`src/rtl/core/vsla_pkg.sv`:
```
// Shared types and constants for the voxel shell lattice averager.
package vsla_pkg;

   localparam int DimDefault = 32;
   localparam int CountMax   = 65535;

   // Result status codes
   localparam logic [2:0] ST_ACCUM   = 3'd0;
   localparam logic [2:0] ST_SHELL   = 3'd1;
   localparam logic [2:0] ST_REJECT  = 3'd2;
   localparam logic [2:0] ST_RANGE   = 3'd3;
   localparam logic [2:0] ST_READ    = 3'd4;

   // Configuration register indexes
   localparam logic [2:0] CSR_INNER  = 3'd0;
   localparam logic [2:0] CSR_OUTER  = 3'd1;
   localparam logic [2:0] CSR_ORG_X  = 3'd2;
   localparam logic [2:0] CSR_ORG_Y  = 3'd3;
   localparam logic [2:0] CSR_ORG_Z  = 3'd4;
   localparam logic [2:0] CSR_MINOFF = 3'd5;
   localparam logic [2:0] CSR_MASK   = 3'd6;

   // Divider handshake
   typedef struct packed {
      logic        start;
      logic signed [48:0] num;
      logic [16:0] den;
   } div_req_type;

   typedef struct packed {
      logic        done;
      logic signed [31:0] quo;
   } div_rsp_type;

endpackage

```
`src/rtl/core/vsla_divider.sv`:
```
// Restoring signed divider, one quotient bit per cycle, truncating toward zero.
module vsla_divider
   import vsla_pkg::*;
(
   input  logic        clock,
   input  logic        reset,
   input  div_req_type div_req,
   output div_rsp_type div_rsp
);
   localparam int NW = 49;

   logic [NW-1:0] quo_ff, quo_in;
   logic [16:0]   rem_ff, rem_in;
   logic [16:0]   den_ff, den_in;
   logic          neg_ff, neg_in;
   logic          busy_ff, busy_in;
   logic          done_ff, done_in;
   logic [5:0]    cnt_ff, cnt_in;
   logic [17:0]   trial;
   logic [NW-1:0] qneg;

   // One shift-subtract step per cycle
   always_comb begin
      quo_in  = quo_ff;
      rem_in  = rem_ff;
      den_in  = den_ff;
      neg_in  = neg_ff;
      busy_in = busy_ff;
      done_in = 1'b0;
      cnt_in  = cnt_ff;
      trial   = {rem_ff, quo_ff[NW-1]} - {1'b0, den_ff};
      if (div_req.start) begin
         neg_in  = div_req.num[NW-1];
         quo_in  = div_req.num[NW-1] ? -div_req.num : div_req.num;
         rem_in  = '0;
         den_in  = div_req.den;
         cnt_in  = '0;
         busy_in = 1'b1;
      end else if (busy_ff) begin
         if (!trial[17]) begin
            rem_in = trial[16:0];
            quo_in = {quo_ff[NW-2:0], 1'b1};
         end else begin
            rem_in = {rem_ff[15:0], quo_ff[NW-1]};
            quo_in = {quo_ff[NW-2:0], 1'b0};
         end
         cnt_in = cnt_ff + 6'd1;
         if (cnt_ff == 6'(NW - 1)) begin
            busy_in = 1'b0;
            done_in = 1'b1;
         end
      end
   end

   always_ff @(posedge clock) begin
      if (reset) begin
         busy_ff <= 1'b0;
         done_ff <= 1'b0;
         cnt_ff  <= '0;
      end else begin
         busy_ff <= busy_in;
         done_ff <= done_in;
         cnt_ff  <= cnt_in;
      end
      quo_ff <= quo_in;
      rem_ff <= rem_in;
      den_ff <= den_in;
      neg_ff <= neg_in;
   end

   assign qneg         = neg_ff ? -quo_ff : quo_ff;
   assign div_rsp.done = done_ff;
   assign div_rsp.quo  = qneg[31:0];
endmodule

```
`config.mk`:
```
export PLATFORM = sky130hd
export DESIGN_NAME = vsla_divider
export DESIGN_NICKNAME = d
export VERILOG_FILES = /design/src/rtl/core/vsla_pkg.sv /design/src/rtl/core/vsla_divider.sv
export SDC_FILE = /design/constraint.sdc
export NUM_CORES = 1
export LEC_CHECK = 0
export ABC_AREA = 1
export BUFFER_PORTS_ARGS = -buffer_cell sky130_fd_sc_hd__buf_2
export CAP_MARGIN = 20
export CORE_MARGIN = 2
export CORE_UTILIZATION = 35
export CTS_BUF_LIST = sky130_fd_sc_hd__clkbuf_4
export CTS_CLUSTER_SIZE = 30
export DETAILED_ROUTE_END_ITERATION = 8
export SYNTH_ARGS = -nofsm -noshare
export SYNTH_HDL_FRONTEND = slang
export SYNTH_SLANG_ARGS = --single-unit
```
`constraint.sdc`:
```
create_clock -name clock -period 3.1 [get_ports clock]
set_input_delay 0.31 -clock clock [delete_from_list [all_inputs] [get_ports clock]]
set_output_delay 0.31 -clock clock [all_outputs]
set_load 0.03 [all_outputs]
```
==> results.json <==
{
  "synth_cell_types": 43,
  "reg2reg_from": "den_ff[6]$_DFFE_PP_",
  "via_count": 7453,
  "critPathMaxFanout": 5,
  "dp_slack_ps": 750.8,
  "design.die.area_um2": 22730,
  "wl_met2_mm": 9.660,
  "synthDominantCellAreaShare": 0.2669,
  "design.core.area_um2": 21090,
  "worstSetupStartpointType": "register",
  "grt_start_max_net_pins": 59,
  "routed_wl_mm": 21.93,
  "path_cells": "inv_1 > ha_1 > nand3_2 > nor2_2 > nand4_1 > or2_1 > nor2_2 > nand2_1 > nand2_1 > nand2_1 > nand2_1 > buf_2",
  "postCtsSetupBuffers": 0,
  "initial_core_util": 0.3575,
  "synth_area_leaders": "edfxtp_1, nand2_1, inv_1",
  "final_common_cell": "nand2_1",
  "drive_above_1_share": 0.1269,
  "numPortBuffers": 101,
  "vdd_ir_drop_max_v": 0.0001701,
  "rows": 53,
  "period_minus_slack_ps": 2884,
  "cp_data_required_time_ps": 2790,
  "yosys_warnings": 0,
  "syn_avg_cell_area_um2": 6.561,
  "fin_total_pwr_mw": 3.071,
  "wl_met1_mm": 10.65,
  "wl_met3_mm": 1.137,
  "maxCapViolations": 0,
  "status": "completed",
  "grt_pass1_wl_mm": 35.00,
  "async_flop_share": 0,
  "cp.arrival_ps": 2570,
  "htreeDepth": 3,
  "detailed_place_hpwl_mm": 17.26,
  "layout_common_cells": "nand2_1, inv_1, nor2_1",
  "min_from": "div_req[7]",
  "drc_errors": 0,
  "synth-edff-count": 67,
  "worst_path_largest_cell_delay_ps": 410,
  "cts_root_buffer": "clkbuf_4",
  "crit_type": "register to output pin",
  "avgViaCountPerCell": 4.849,
  "die_w_um": 150.8,
  "setup_viol": 0,
  "cts_made_buffers": 9,
  "synthCells": 1149,
  "timing.fmax_ghz": 0.3468,
  "grt_usage": 0.1963,
  "crit_path_end_kind": "output pin",
  "grt_antenna_before_repair": 2,
  "final.setup.tns_ps": 0,
  "clock_latency_ps": 460,
  "power_density_nw_per_um2": 357.5,
  "clk_pin_slew_worst_paths_ps": 150,
  "path_common_cell": "nand2_1",
  "yosysTopAreaCell": "edfxtp_1",
  "area_growth_pct": 13.94,
  "min_period_over_period": 0.9302,
  "overflow": 0,
  "hold_class": "primary input to register",
  "synth_ff_type": "edfxtp_1",
  "tritoncts": "yes",
  "synth.cell_area_um2": 7538,
  "drt_iter0_markers": 539,
  "worst_pin_slew_ps": 838.7,
  "cts_sinks": 92,
  "setup.worst_path.start": "quo_ff[0]$_DFFE_PP_",
  "maxSlewViolCount": 0,
  "top_layer_used": "met5",
  "ios": 102,
  "fp.dieH_um": 150.8,
  "place.gp.congestion": 0.9647,
  "rsz0062_at_grt": "no",
  "first_pass_iters": 4,
  "ys_seq_area_frac": 0.3333,
  "hold_path_depth": 1,
  "reg2regPathDepth": 14,
  "nets": 1347,
  "synth_nets": 1240,
  "worst_path_max_delay_cell": "edfxtp_1",
  "synth-seq-cells": 92,
  "hold_viol_final": 0,
  "leakagePower_nw": 4.160,
  "max-clock-path-buffers": 2,
  "avgRoutedWirePerCell_um": 14.27,
  "drtAntennaViolNets": 0,
  "fillCellCount": 2279,
  "skew_ps": 14.91,
  "fin_ws_ps": 216.2,
  "grt_pass1_vias": 6990,
  "relSlewSlack": 0.4403
}
==> cells by family after synthesis <==
group / Yosys count / share of synthesized area
AND/OR/NAND/NOR: 695 / 0.3955
XOR/XNOR: 60 / 0.06971
flip-flops: 92 / 0.3333
adder cells (fa/ha/maj): 22 / 0.03751
buffers and inverters: 189 / 0.09925
AO/OA/AOI/OAI: 91 / 0.06473
==> flip-flops by register name (all words and copies together), names as in the netlist <==
name,cells
busy_ff,1
neg_ff,1
cnt_ff,6
rem_ff,17
done_ff,1
quo_ff,49
den_ff,17
==> metal layers <==
metal,up-vias,global-route usage
met5,-,0
met3,32,0.03000
met1,3348,0.2751
met2,196,0.3095
met4,2,0.06449
li1,3875,-
==> area by class of cell <==
class | instances | area, µm² | area share
Sequential cell | 92 | 2512 | 0.2925
Tap cell | 275 | 344.1 | 0.04006
Clock buffer | 9 | 67.56 | 0.007866
Antenna cell | 1 | 2.502 | 0.0002913
Inverter | 161 | 604.3 | 0.07036
Clock inverter | 7 | 50.05 | 0.005827
Timing Repair Buffer | 124 | 730.7 | 0.08507
Multi-Input combinational cell | 868 | 4278 | 0.4980
==> Yosys cell counts, types with 5 or more instances <==
| cell type | number |
|---|---|
| inv_2 | 6 |
| o21ai_0 | 57 |
| dfxtp_1 | 25 |
| nor2_2 | 5 |
| nand2_1 | 378 |
| nor3_1 | 7 |
| nand3_1 | 109 |
| inv_1 | 154 |
| ha_1 | 21 |
| clkbuf_1 | 18 |
| nor2_1 | 133 |
| nand2_2 | 11 |
| xnor2_1 | 15 |
| nand4_1 | 25 |
| xor2_1 | 45 |
| a21oi_1 | 18 |
| nand3b_1 | 6 |
| edfxtp_1 | 67 |
==> through the flow <==
stage               hold slack (ps)    util  instances  cell area (µm²)
floorplan                     388.5       -       1149             7538
global route                  7.082  0.4073       1537             8589
finish                        45.22  0.4073       1537             8589
CTS                           14.76  0.4072       1536             8587
global placement              434.6  0.3940       1504             8309
detailed placement            445.2  0.3940       1504             8309
==> where the power goes <==
| part | total [mW] | internal (mW) | switching, mW |
|---|---|---|---|
| combinational | 0.925 | 0.289 | 0.636 |
| sequential | 1.52 | 1.44 | 0.0819 |
| clock | 0.622 | 0.170 | 0.452 |
==> critical path: cells and delay by family (launching register included) <==
family | cells | cell delay, ps
buf+inv | 2 | 330
simple gates | 9 | 1130
fa+ha+maj | 1 | 240
flops | 1 | 410
==> final timing paths <==
kind	to	slack, ps
max	div_rsp[20]	220
min	den_ff[7]$_DFFE_PP_	50
max reg2reg	rem_ff[16]$_SDFFE_PP0P_	920
min reg2reg	cnt_ff[5]$_SDFFE_PP0P_	460
==> repair_timing <==
item                                   in CTS  in global routing
resized for setup                           0                  0
endpoints found under the hold margin      16                  0
hold buffers                               16                  0
Note: power is estimated with default switching activity, not from simulation.
